### src/rtl/button_click_longpress_detector_macros.svh
// Assertion macros for the keypad event detector.
// Included by files that carry concurrent checks; no other dependencies.
`ifndef BUTTON_CLICK_LONGPRESS_DETECTOR_MACROS_SVH
`define BUTTON_CLICK_LONGPRESS_DETECTOR_MACROS_SVH

// Same-cycle implication, disabled while reset is high.
`define BCLP_ASSERT_NOW(name, clk_s, rst_s, ante, cons, msg) \
  name: assert property (@(posedge clk_s) disable iff (rst_s) (ante) |-> (cons)) \
    else $error(msg);

// Next-cycle implication, disabled while reset is high.
`define BCLP_ASSERT_NEXT(name, clk_s, rst_s, ante, cons, msg) \
  name: assert property (@(posedge clk_s) disable iff (rst_s) (ante) |=> (cons)) \
    else $error(msg);

`endif

### src/rtl/bclp_pkg.sv
// Shared types and constants for the keypad event detector.
// No dependencies; imported by every module of the block.
`default_nettype none

package bclp_pkg;

  localparam int NUM_BUTTONS = 7;
  localparam int REF_BITS    = 6;   // tick reference up to 40 ms
  localparam int WIN_BITS    = 9;   // press window up to 8 * 40 ms

  // Transaction opcodes; code 3 behaves as a tick.
  localparam logic [1:0] OP_TICK = 2'd0;
  localparam logic [1:0] OP_MENU = 2'd1;
  localparam logic [1:0] OP_CTRL = 2'd2;

  localparam logic [1:0] SPEED_SLOW   = 2'd0;
  localparam logic [1:0] SPEED_MEDIUM = 2'd1;

  localparam logic [REF_BITS-1:0] REF_SLOW   = REF_BITS'(40);
  localparam logic [REF_BITS-1:0] REF_MEDIUM = REF_BITS'(30);
  localparam logic [REF_BITS-1:0] REF_FAST   = REF_BITS'(20);

  localparam logic [WIN_BITS-1:0] CTRL_WINDOW = WIN_BITS'(5);

  typedef enum logic [2:0] {
    EV_NONE    = 3'd0,
    EV_CLICK   = 3'd1,
    EV_DOUBLE  = 3'd2,
    EV_LPSTART = 3'd3,
    EV_LP      = 3'd4,
    EV_LPSTOP  = 3'd5
  } event_t;

  typedef enum logic [2:0] {
    PH_IDLE     = 3'd0,
    PH_DOWN     = 3'd1,
    PH_UP       = 3'd2,
    PH_COUNT    = 3'd3,
    PH_PRESS    = 3'd4,
    PH_PRESSEND = 3'd5
  } phase_t;

  typedef struct packed {
    logic [1:0]  op;
    logic [31:0] time_ms;
    logic [6:0]  raw_levels;
  } tick_item_t;

  typedef struct packed {
    event_t shift_event;
    event_t north_event;
    event_t south_event;
    event_t east_event;
    event_t west_event;
    event_t focus_up_event;
    event_t focus_down_event;
    logic   any_event;
    logic   shift_first;
  } event_item_t;

  // Per-lane control for one cycle.
  typedef struct packed {
    logic                tick;        // tick transaction accepted
    logic                menu_enter;  // menu-mode entry accepted
    logic [REF_BITS-1:0] deb_ref;
    logic [WIN_BITS-1:0] click_w;
    logic [WIN_BITS-1:0] press_w;
  } lane_ctrl_t;

  function automatic logic [REF_BITS-1:0] ref_for_speed(input logic [1:0] speed);
    logic [REF_BITS-1:0] r;
    unique case (speed)
      SPEED_SLOW:   r = REF_SLOW;
      SPEED_MEDIUM: r = REF_MEDIUM;
      default:      r = REF_FAST;
    endcase
    return r;
  endfunction

endpackage

`default_nettype wire

### src/rtl/bclp_lane.sv
// One button lane: debounce filter plus click / long-press phase machine.
// Depends on bclp_pkg.
`default_nettype none

module bclp_lane #(
  parameter int TIME_BITS = 32
) (
  input  wire                    clk,
  input  wire                    rst,
  input  bclp_pkg::lane_ctrl_t   ctrl,
  input  wire [TIME_BITS-1:0]    now,
  input  wire                    raw_level,
  output bclp_pkg::event_t       ev
);
  import bclp_pkg::*;

  phase_t               phase, phase_next;
  logic [1:0]           click_count, click_count_next;
  logic [TIME_BITS-1:0] press_start, press_start_next;
  logic [TIME_BITS-1:0] debounce_time, debounce_time_next;
  logic                 stable_level, stable_level_next;
  logic                 last_raw, last_raw_next;
  logic                 ignore, ignore_next;

  logic                 raw_eff;
  logic [TIME_BITS-1:0] deb_elapsed;
  logic [TIME_BITS-1:0] held_time;

  always_comb begin
    phase_next         = phase;
    click_count_next   = click_count;
    press_start_next   = press_start;
    debounce_time_next = debounce_time;
    stable_level_next  = stable_level;
    last_raw_next      = last_raw;
    ignore_next        = ignore;
    ev                 = EV_NONE;

    // masked until first seen released after menu entry
    raw_eff     = raw_level && !ignore;
    deb_elapsed = now - debounce_time;
    held_time   = now - press_start;

    if (ctrl.tick) begin
      if (ignore && !raw_level) begin
        ignore_next = 1'b0;
      end

      if (last_raw == raw_eff) begin
        if (deb_elapsed >= TIME_BITS'(ctrl.deb_ref)) begin
          stable_level_next = raw_eff;
        end
      end else begin
        debounce_time_next = now;
        last_raw_next      = raw_eff;
      end

      unique case (phase)
        PH_IDLE: begin
          if (stable_level_next) begin
            phase_next       = PH_DOWN;
            press_start_next = now;
            click_count_next = 2'd0;
          end
        end
        PH_DOWN: begin
          if (!stable_level_next) begin
            phase_next       = PH_UP;
            press_start_next = now;
          end else if (held_time > TIME_BITS'(ctrl.press_w)) begin
            ev         = EV_LPSTART;
            phase_next = PH_PRESS;
          end
        end
        PH_UP: begin
          if (click_count != 2'd3) begin
            click_count_next = click_count + 2'd1;
          end
          phase_next = PH_COUNT;
        end
        PH_COUNT: begin
          if (stable_level_next) begin
            phase_next       = PH_DOWN;
            press_start_next = now;
          end else if (held_time >= TIME_BITS'(ctrl.click_w) || click_count[1]) begin
            if (click_count == 2'd1) begin
              ev = EV_CLICK;
            end else if (click_count == 2'd2) begin
              ev = EV_DOUBLE;
            end
            phase_next       = PH_IDLE;
            click_count_next = 2'd0;
            press_start_next = now;
          end
        end
        PH_PRESS: begin
          if (!stable_level_next) begin
            phase_next = PH_PRESSEND;
          end else begin
            ev = EV_LP;
          end
        end
        PH_PRESSEND: begin
          ev               = EV_LPSTOP;
          phase_next       = PH_IDLE;
          click_count_next = 2'd0;
          press_start_next = now;
        end
        default: begin
          phase_next = PH_IDLE;
        end
      endcase
    end else if (ctrl.menu_enter) begin
      phase_next       = PH_IDLE;
      click_count_next = 2'd0;
      ignore_next      = ignore || raw_level;
    end
  end

  always_ff @(posedge clk) begin
    if (rst) begin
      phase         <= PH_IDLE;
      click_count   <= 2'd0;
      press_start   <= '0;
      debounce_time <= '0;
      stable_level  <= 1'b0;
      last_raw      <= 1'b0;
      ignore        <= 1'b0;
    end else begin
      phase         <= phase_next;
      click_count   <= click_count_next;
      press_start   <= press_start_next;
      debounce_time <= debounce_time_next;
      stable_level  <= stable_level_next;
      last_raw      <= last_raw_next;
      ignore        <= ignore_next;
    end
  end

endmodule

`default_nettype wire

### src/rtl/bclp_merge.sv
// Merge stage: combines lane events into one result transaction.
// Depends on bclp_pkg.
`default_nettype none

module bclp_merge (
  input  bclp_pkg::event_t      lane_ev [bclp_pkg::NUM_BUTTONS],
  input  wire                   is_tick,
  output bclp_pkg::event_item_t result
);
  import bclp_pkg::*;

  logic any;

  always_comb begin
    any = 1'b0;
    for (int k = 0; k < NUM_BUTTONS; k++) begin
      any = any || (lane_ev[k] != EV_NONE);
    end

    result = '0;
    if (is_tick) begin
      result.any_event   = any;
      result.shift_first = (lane_ev[0] != EV_NONE);
      result.shift_event = lane_ev[0];
      // opposing pairs cancel when they report the same event
      if (lane_ev[1] != lane_ev[2]) begin
        result.north_event = lane_ev[1];
        result.south_event = lane_ev[2];
      end
      if (lane_ev[3] != lane_ev[4]) begin
        result.east_event = lane_ev[3];
        result.west_event = lane_ev[4];
      end
      if (lane_ev[5] != lane_ev[6]) begin
        result.focus_up_event   = lane_ev[5];
        result.focus_down_event = lane_ev[6];
      end
    end
  end

endmodule

`default_nettype wire

### src/rtl/button_click_longpress_detector.sv
// Top level of the seven-button keypad event detector.
// Depends on bclp_pkg, bclp_lane, bclp_merge and the assertion macro header.
//
// Usage:
//   tick channel (tick_valid/tick_ready/tick_item): one transaction per
//     millisecond sample, carrying op, time_ms and the seven raw levels.
//     op tick runs every lane; op menu / controller latches the tick
//     reference from button_speed and switches mode (menu entry also
//     idles every lane and masks buttons still held).
//   event channel (event_valid/event_ready/event_item): exactly one
//     result transaction per tick transaction, in order. Mode
//     transactions return an all-zero result.
//   cfg channel (cfg_valid/cfg_ready/cfg_data): writes button_speed;
//     always ready. Takes effect at the next mode entry.
// The result is registered in the cycle after the tick is accepted.
// Throughput: one transaction per cycle; all seven lanes update in the
//   accept cycle and the merge stage feeds the output register directly.
// Stall: tick_ready drops while a result waits and event_ready is low;
//   the held result stays put until taken.
// Reset (rst, synchronous): lanes idle and released, controller mode,
//   speed medium, tick reference 30 ms, no result pending.
`default_nettype none
`include "button_click_longpress_detector_macros.svh"

module button_click_longpress_detector #(
  parameter int TIME_BITS = 32
) (
  input  wire                    clk,
  input  wire                    rst,
  input  wire                    tick_valid,
  output logic                   tick_ready,
  input  bclp_pkg::tick_item_t   tick_item,
  output logic                   event_valid,
  input  wire                    event_ready,
  output bclp_pkg::event_item_t  event_item,
  input  wire                    cfg_valid,
  output logic                   cfg_ready,
  input  wire [1:0]              cfg_data
);
  import bclp_pkg::*;

  logic [1:0]          button_speed;
  logic                menu_mode;
  logic [REF_BITS-1:0] tick_ref;

  logic                 accept;
  logic                 is_menu, is_ctrl, is_tick;
  logic [TIME_BITS-1:0] now;
  lane_ctrl_t           ctrl_shift, ctrl_dir;
  event_t               lane_ev [NUM_BUTTONS];
  event_item_t          merged;

  assign cfg_ready  = 1'b1;
  // output register frees up as the held result is taken
  assign tick_ready = !event_valid || event_ready;
  assign accept     = tick_valid && tick_ready;

  assign is_menu = (tick_item.op == OP_MENU);
  assign is_ctrl = (tick_item.op == OP_CTRL);
  assign is_tick = !is_menu && !is_ctrl;
  assign now     = TIME_BITS'(tick_item.time_ms);

  // Shift always uses the reference-based windows; direction and focus
  // buttons switch to the short fixed window in controller mode.
  always_comb begin
    ctrl_shift.tick       = accept && is_tick;
    ctrl_shift.menu_enter = accept && is_menu;
    ctrl_shift.deb_ref    = tick_ref;
    ctrl_shift.click_w    = WIN_BITS'(tick_ref) << 2;
    ctrl_shift.press_w    = WIN_BITS'(tick_ref) << 3;

    ctrl_dir = ctrl_shift;
    if (!menu_mode) begin
      ctrl_dir.click_w = CTRL_WINDOW;
      ctrl_dir.press_w = CTRL_WINDOW;
    end
  end

  for (genvar k = 0; k < NUM_BUTTONS; k++) begin : g_lane
    bclp_lane #(
      .TIME_BITS (TIME_BITS)
    ) u_lane (
      .clk       (clk),
      .rst       (rst),
      .ctrl      ((k == 0) ? ctrl_shift : ctrl_dir),
      .now       (now),
      .raw_level (tick_item.raw_levels[k]),
      .ev        (lane_ev[k])
    );
  end

  bclp_merge u_merge (
    .lane_ev (lane_ev),
    .is_tick (is_tick),
    .result  (merged)
  );

  // config register and mode state
  always_ff @(posedge clk) begin
    if (rst) begin
      button_speed <= SPEED_MEDIUM;
      menu_mode    <= 1'b0;
      tick_ref     <= REF_MEDIUM;
    end else begin
      if (cfg_valid && cfg_ready) begin
        button_speed <= cfg_data;
      end
      if (accept && !is_tick) begin
        tick_ref  <= ref_for_speed(button_speed);
        menu_mode <= is_menu;
      end
    end
  end

  // output register
  always_ff @(posedge clk) begin
    if (rst) begin
      event_valid <= 1'b0;
    end else if (accept) begin
      event_valid <= 1'b1;
    end else if (event_ready) begin
      event_valid <= 1'b0;
    end
  end

  always_ff @(posedge clk) begin
    if (accept) begin
      event_item <= merged;
    end
  end

  // mode transactions produce an all-zero result next cycle
  `BCLP_ASSERT_NEXT(a_mode_zero, clk, rst, accept && (is_menu || is_ctrl), event_valid && (event_item == '0), "mode transaction gave nonzero result")
  // an accepted tick always leaves a pending result
  `BCLP_ASSERT_NEXT(a_result_pending, clk, rst, accept, event_valid, "accepted transaction produced no result")
  // shift_first implies any_event and a shift event
  `BCLP_ASSERT_NOW(a_shift_first, clk, rst, event_valid && event_item.shift_first, event_item.any_event && (event_item.shift_event != EV_NONE), "shift_first without shift event")
  // a surviving north event never equals south
  `BCLP_ASSERT_NOW(a_pair_cancel, clk, rst, event_valid && (event_item.north_event != EV_NONE), event_item.north_event != event_item.south_event, "opposing pair not cancelled")
  // latched reference is always a legal speed value
  `BCLP_ASSERT_NOW(a_tick_ref, clk, rst, 1'b1, (tick_ref == REF_SLOW) || (tick_ref == REF_MEDIUM) || (tick_ref == REF_FAST), "tick reference out of range")

endmodule

`default_nettype wire

### config.mk
export PLATFORM = sky130hd
export DESIGN_NAME = button_click_longpress_detector
export DESIGN_NICKNAME = d
export VERILOG_FILES = /design/src/rtl/bclp_pkg.sv /design/src/rtl/bclp_lane.sv /design/src/rtl/bclp_merge.sv /design/src/rtl/button_click_longpress_detector.sv
export VERILOG_INCLUDE_DIRS = /design/src /design/src/rtl
export SDC_FILE = /design/constraint.sdc
export NUM_CORES = 2
export LEC_CHECK = 0
export BUFFER_PORTS_ARGS = -buffer_cell sky130_fd_sc_hd__buf_4
export CAP_MARGIN = 20
export CORE_MARGIN = 1
export CORE_UTILIZATION = 40
export DETAILED_ROUTE_END_ITERATION = 7
export PLACE_DENSITY = 0.63
export SETUP_SLACK_MARGIN = 0.02
export SLEW_MARGIN = 30
export SYNTH_ARGS = -nofsm -noshare
export SYNTH_HDL_FRONTEND = slang
export SYNTH_SLANG_ARGS = --single-unit
### constraint.sdc
create_clock -name clk -period 13.45 [get_ports clk]
set_input_delay 0.6725 -clock clk [delete_from_list [all_inputs] [get_ports clk]]
set_output_delay 0.6725 -clock clk [all_outputs]
set_load 0.005 [all_outputs]
---- Yosys cells after proc, flatten, opt, wreduce, memory -nomap -nowiden ----
Cells that the tools add are included.
operators by class
  $add $sub $neg .......................... 21
  multiply operators ...................... 0
  div/mod/pow operators ................... 0
  order comparisons ....................... 21
  equal/unequal tests ..................... 153
  shift-type cells ........................ 0
  muxes and demuxes ....................... 244
  bitwise operators ....................... 7
  reduce and logical (&&, ||, !) cells .... 120
operator list
  cell                  number
  $mux W32              28
  $pmux W32 S4          7
  $sub A32 B32 Y32      14
  $mux W3               92
  $ge A32 B6 Y1         7
  $ge A32 B8 Y1         7
  $gt A32 B9 Y1         7
  $pmux W3 S5           7
  $mux W2               50
  $pmux W3 S4           7
  $reduce_and A5 Y1     14
  $ne A3 B2 Y1 const B  21
  $pmux W2 S4           7
  $mux W1               44
  $eq A3 B2 Y1 const B  14
  $eq A3 B3 Y1 const B  14
  $ne A3 B3 Y1 const B  14
  $reduce_and A6 Y1     7
  $ne A5 B1 Y1 const B  7
  $reduce_and A2 Y1     17
  $ne A2 B1 Y1 const B  14
  $ne A2 B2 Y1 const B  14
  $ne A4 B2 Y1 const B  7
  $ne A4 B3 Y1 const B  7
  other kinds (18)      139
storage, ports and cells
  register bits ........................... 537
  latch bits .............................. 0
  bits in writable memories ............... 0
  memory bits (read-only) ................. 0
  output and inout bits ................... 26
  logic and storage cells ................. 628
  memories kept ........................... 0

---- Longest topological paths before layout ----
  depth in word-level cells ............... 15
  mapped depth ............................ 29
  depth with buffers taken out ............ 25

---- Cells and area by module ----
Synthesis repeated with hierarchy kept, for this count alone.
unflattened totals
  cells, all modules ...................... 8,061
  area total of the unflattened synthesis .. 58,591.2 um^2
modules (own cells, without submodules)
  module                             times used  cells each  area an instance (um^2)  seq. area each (um^2)
  bclp_lane at g_lane[1].u_lane ...  5           1,130       8,179.1                  1,441.4
  bclp_lane at g_lane[0].u_lane      1           1,139       8,169.1                  1,441.4
  bclp_lane at g_lane[2].u_lane      1           1,160       8,140.3                  1,441.4
  button_click_longpress_detector    1           71          1,093.5                  850.8
  bclp_merge                         1           41          292.8                    0.0

---- Least setup slack after synthesis ----
Ideal clock, no wire load.
  path type ............................... input port to flip-flop
  start point ............................. in tick_item[7] (netlist name)
  end point ............................... reg event_item[1] (netlist name) (data pin)
  setup time .............................. 265 ps
  arrival time ............................ 5,677 ps
  data required time ...................... 13,185 ps
  slack ................................... 7,508 ps
  cell stages on the path ................. 25
  path buffers ............................ 2
  cell sequence ........................... clkbuf_1 -> inv_1 -> ha_1 -> inv_1 -> fa_1 -> a21oi_1 -> nor2b_1 -> nor2_1 -> xnor2_1 -> ha_1 -> a222oi_1 -> o2111ai_1 -> or4_1 -> a2111oi_0 -> and4_1 -> nand4_1 -> or4_1 -> nor2_1 -> a21o_1 -> nand3_2 -> buf_2 -> o211ai_1 -> nor3b_1 -> nand4_1 -> or3_1
between the ends
  word-level cells in the longest chain between the ends .. 15
  elaborated cells between the ends (all ways) .. 125
  those cells by class .................... 14 x add/sub; 21 x order compare; 70 x mux; 20 x reduce/logical
RTL lines
  what                             line                                               RTL
  from (decl)                      button_click_longpress_detector.sv:32              input bclp_pkg::tick_item_t tick_item,
  $sub A32 B32 Y32                 bclp_lane.sv:41                                    deb_elapsed = now - debounce_time;
  $ge A32 B6 Y1                    bclp_lane.sv:50                                    if (deb_elapsed >= TIME_BITS'(ctrl.deb_ref)) begin
  $mux W1                          bclp_lane.sv:50
  $mux W1                          bclp_lane.sv:49                                    if (last_raw == raw_eff) begin
  $mux W1                          bclp_lane.sv:44                                    if (ctrl.tick) begin
  $mux W3 (on tied branches)       bclp_lane.sv:82, bclp_lane.sv:67, bclp_lane.sv:97
  $pmux W3 S4                      bclp_lane.sv:58                                    unique case (phase)
  $mux W3                          bclp_lane.sv:44
  $reduce_bool A3 Y1               bclp_merge.sv:17                                   any = any || (lane_ev[k] != EV_NONE);
  $logic_or A1 B1 Y1 (5 in a row)  bclp_merge.sv:17
  $logic_or A1 B1 Y1 *             bclp_merge.sv:17
  to (signal assigned)             button_click_longpress_detector.sv:128             event_item <= merged;
  to (decl)                        button_click_longpress_detector.sv:35              output bclp_pkg::event_item_t event_item,
Mark *: on every way between the ends. The rest lies on a longest branch, timed or not. The select of a mux whose other input is x is not followed.
A chain may end at the register's enable or synchronous reset.

---- Final worst setup path ----
  start point ............................. in tick_item[8] (netlist name)
  end point ............................... reg event_item[1] (netlist name) (data pin)
The elaborated chain is that of the path after synthesis.

==> flow_summary.json <==
{
  "setup-tns-final_ns": 0,
  "powerDensity_nw_per_um2": 96.53,
  "synth-seq-area-share_pct": 20.84,
  "r2r-end": "g_lane[3].u_lane.press_start[17]$_SDFFE_PP0P_",
  "synth_top_family_by_area": "compound AO/OA/AOI/OAI gates",
  "synth_area_um2": 52490,
  "p_leak_nw": 21.89,
  "die_w_um": 364.2,
  "initial_core_util_pct": 40.43,
  "stdcell_area_um2": 56930,
  "layout_setup_ws_ns": 6.880,
  "cts_sinks": 535,
  "yosys.area_share.xor_xnor_pct": 4.238,
  "rsz0062_at_grt": "false",
  "gp_congestion": 0.9408,
  "final-max-slew-violation-count": 0,
  "drc": 0,
  "syn_inst": 7222,
  "hold_slack_ns": 0.2285,
  "avgViaCountPerCell": 5.795,
  "synth_top_cells_by_area": "dfxtp_1 (20%), ha_1 (14%), a21oi_1 (7.3%), nand2_1 (6.6%), mux2i_1 (4.5%)",
  "worstReg2RegStart": "g_lane[3].u_lane.debounce_time[1]$_SDFFE_PP0P_",
  "holdBufCountCts": 0,
  "syn_nets": 7857,
  "async_reset_ff_share_pct": 0,
  "cts_resized": 0,
  "crit_start": "tick_item[8]",
  "vias": 51450,
  "required_ns": 13.86,
  "period_share_pct": 48.85,
  "dpl_worst_slack_ns": 6.148,
  "drt_wl_total_mm": 172.6,
  "grt_max_degree": 194,
  "cpPeakStageDelay_ns": 0.61,
  "min-delay-path-class": "primary input to register",
  "synth-compound-area-share_pct": 26.08,
  "final.setup_skew_ns": 0.03102,
  "antenna_found_initial": 10,
  "drtPass1Iterations": 6,
  "port_buffers": 72,
  "crit_arrival_ns": 6.98,
  "multiInputGateArea_um2": 37730,
  "r2r_setup_slack_ns": 7.02,
  "crit_end": "event_item[1]$_SDFFCE_PN0P_",
  "clockBufferDepth": 3,
  "synth-edff-count": 23,
  "synth-main-ff-cell": "dfxtp_1",
  "clk_pin_slew_ns": 0.05,
  "setup_violations": 0,
  "num_rows": 132,
  "first_global_vias": 48220,
  "io_pins": 74,
  "ant_nets": 0,
  "hold_viol": 0,
  "tritoncts": "built",
  "maxCapViolations": 0,
  "outcome": "finished, final reports clean",
  "grt_use_total_pct": 25.39,
  "drive_above_1_share_pct": 5.255,
  "irDropWorstVdd_uv": 116.5,
  "slowest_stage": "fa_1",
  "clk_latency_ns": 0.68,
  "slew_headroom_pct": 31.99,
  "synthMuxAreaShare_pct": 4.949,
  "drt_iter0_drc": 4187,
  "grt_pass1_wl_mm": 269.5,
  "critPathLaunchType": "primary input",
  "fin_crit_ns": 6.570,
  "yosysTopAreaCellShare_pct": 19.53,
  "synthTopCellsByCount": "nand2_1 (922), a21oi_1 (762), nor2_1 (623), inv_1 (609), ha_1 (573)",
  "cts-root-buf": "clkbuf_16",
  "total_power_mw": 5.496,
  "seq_area_um2": 10940,
  "core_area_um2": 129800,
  "post_cts_buffers": 0,
  "synth_warnings": 0,
  "worst_setup_path_end_kind": "register",
  "fin_nets": 7710,
  "placed_cell_area_um2": 54190,
  "synth_most_common_cell": "nand2_1",
  "fill_cells": 13437,
  "crit_top_cell": "buf_4",
  "ys_ff_latch": 535,
  "ys_types": 121,
  "cp_max_fo": 35,
  "worstRegToRegCells": 22,
  "synth_fa_ha_area_share_pct": 14.19,
  "dieArea_um2": 132700,
  "synthSimpleGateAreaFrac_pct": 22.31,
  "avgRoutedWirePerCell_um": 19.44,
  "synth_top_area_cell": "dfxtp_1",
  "crit_type": "primary input to register",
  "area_growth_pct": 8.470,
  "cts_buffers": 74,
  "dp_hpwl_mm": 125.6,
  "max_clock_freq_mhz": 152.2,
  "overflow": 0,
  "die_h_um": 364.2,
  "worst_pin_slew_ns": 1.014,
  "syn_avg_cell_area_um2": 7.268,
  "htree_levels": 3,
  "crit_chain": "buf_4 -> buf_4 -> inv_1 -> fa_1 -> nor2b_1 -> o2111ai_1 -> a311oi_1 -> o21bai_1 -> nand2_1 -> a41oi_1 -> o311ai_1 -> xor2_1 -> or4_1 -> nor4_1 -> and4_1 -> nor2_1 -> a32oi_1 -> nor3b_1 -> nand4_1 -> or3_1"
}
==> sequential cells by signal (all words and copies together) (netlist names), 4 cells and up <==
signal / count
g_lane.u_lane.last_raw: 7
g_lane.u_lane.ignore: 7
g_lane.u_lane.click_count: 14
g_lane.u_lane.stable_level: 7
g_lane.u_lane.press_start: 224
tick_ref: 4
g_lane.u_lane.phase: 21
event_item: 23
g_lane.u_lane.debounce_time: 224
==> per-layer routing <==
metal / routed length [um] / vias up / global-route usage [%]
met5: 43 / - / 0
li1: - / 25473 / -
met3: 10480 / 296 / 4.020
met4: 6897 / 6 / 9.565
met1: 80090 / 24282 / 34.30
met2: 75060 / 1393 / 40.36
==> critical path, delay by kind of cell <==
family,cells,cell delay (ns)
and+or+nand+nor,9,2.54
AOI/OAI and AO/OA,6,1.74
buffers and inverters,3,1.22
adders and majority gates,1,0.61
xor gates and xnor gates,1,0.15
==> per-stage QoR <==
step / util [%] / std cells
floorplan: - / 7222
global placement: 41.74 / 8740
detailed placement: 41.75 / 8740
CTS: 43.83 / 8877
global route: 43.86 / 8879
finish: 43.86 / 8879
==> kinds of logic after synthesis <==
logic type,after synthesis
AND/OR/NAND/NOR,2507
buffers and inverters,973
multiplexers,257
AO/OA/AOI/OAI,2108
XOR/XNOR,254
flip-flops,535
adder cells (fa/ha/maj),587
other,1
==> worst min-delay path by stage <==
stage                                                          startpoint                                               to  slack, ns  cells after the start
after floorplan           g_lane[0].u_lane.debounce_time[10]$_SDFFE_PP0P_  g_lane[0].u_lane.debounce_time[10]$_SDFFE_PP0P_       0.44                      2
after global placement    g_lane[5].u_lane.debounce_time[22]$_SDFFE_PP0P_  g_lane[5].u_lane.debounce_time[22]$_SDFFE_PP0P_       0.44                      2
after detailed placement   g_lane[0].u_lane.debounce_time[6]$_SDFFE_PP0P_   g_lane[0].u_lane.debounce_time[6]$_SDFFE_PP0P_       0.45                      2
after CTS                                                     cfg_data[0]                     button_speed[0]$_SDFFE_PP1P_       0.19                      2
after global routing                                          cfg_data[0]                     button_speed[0]$_SDFFE_PP1P_       0.21                      2
final                                                         cfg_data[0]                     button_speed[0]$_SDFFE_PP1P_       0.23                      2
==> power breakdown <==
| group | total (mW) | switching, mW | leakage [nW] | internal (mW) |
|---|---|---|---|---|
| Clock | 2.20 | 0.822 | 1.32 | 1.38 |
| Combinational | 1.62 | 1.02 | 16.2 | 0.602 |
| Sequential | 1.67 | 0.0306 | 4.37 | 1.64 |
==> area by class of cell <==
cell class              count  share of cell area [%]
clock inverters            39                  0.9516
inverters                 611                   4.028
multi-input cells        5714                   66.27
diodes                      1                0.004395
clock buffers              98                   3.795
flip-flops and latches    535                   19.22
well taps                1742                   3.828
repair buffers            139                   1.903
==> cell usage in the layout, fill, tap and decap left out, drive strengths merged, types with 23 or more instances in the layout <==
cell / synthesis / final
buf: 86 / 139
a2111oi: 35 / 35
dfxtp: 512 / 512
nand2b: 76 / 76
o2111ai: 49 / 49
or3: 36 / 36
o21a: 97 / 97
edfxtp: 23 / 23
a211o: 29 / 29
a21o: 217 / 217
nand2: 923 / 923
ha: 573 / 573
a21boi: 25 / 25
clkbuf: 276 / 98
o21ai: 336 / 336
nand4: 117 / 117
nor2: 623 / 623
mux2i: 237 / 237
a31oi: 63 / 63
and2: 45 / 45
xnor2: 155 / 155
nor4: 50 / 50
a21oi: 770 / 770
o22ai: 27 / 27
and3: 67 / 67
inv: 611 / 611
o211ai: 68 / 68
or4: 31 / 31
o31ai: 40 / 40
xor2: 99 / 99
a211oi: 67 / 67
nor2b: 86 / 86
o21bai: 58 / 58
nor3: 170 / 170
nand3: 172 / 172
No activity file was read; power rests on OpenSTA's default activity.
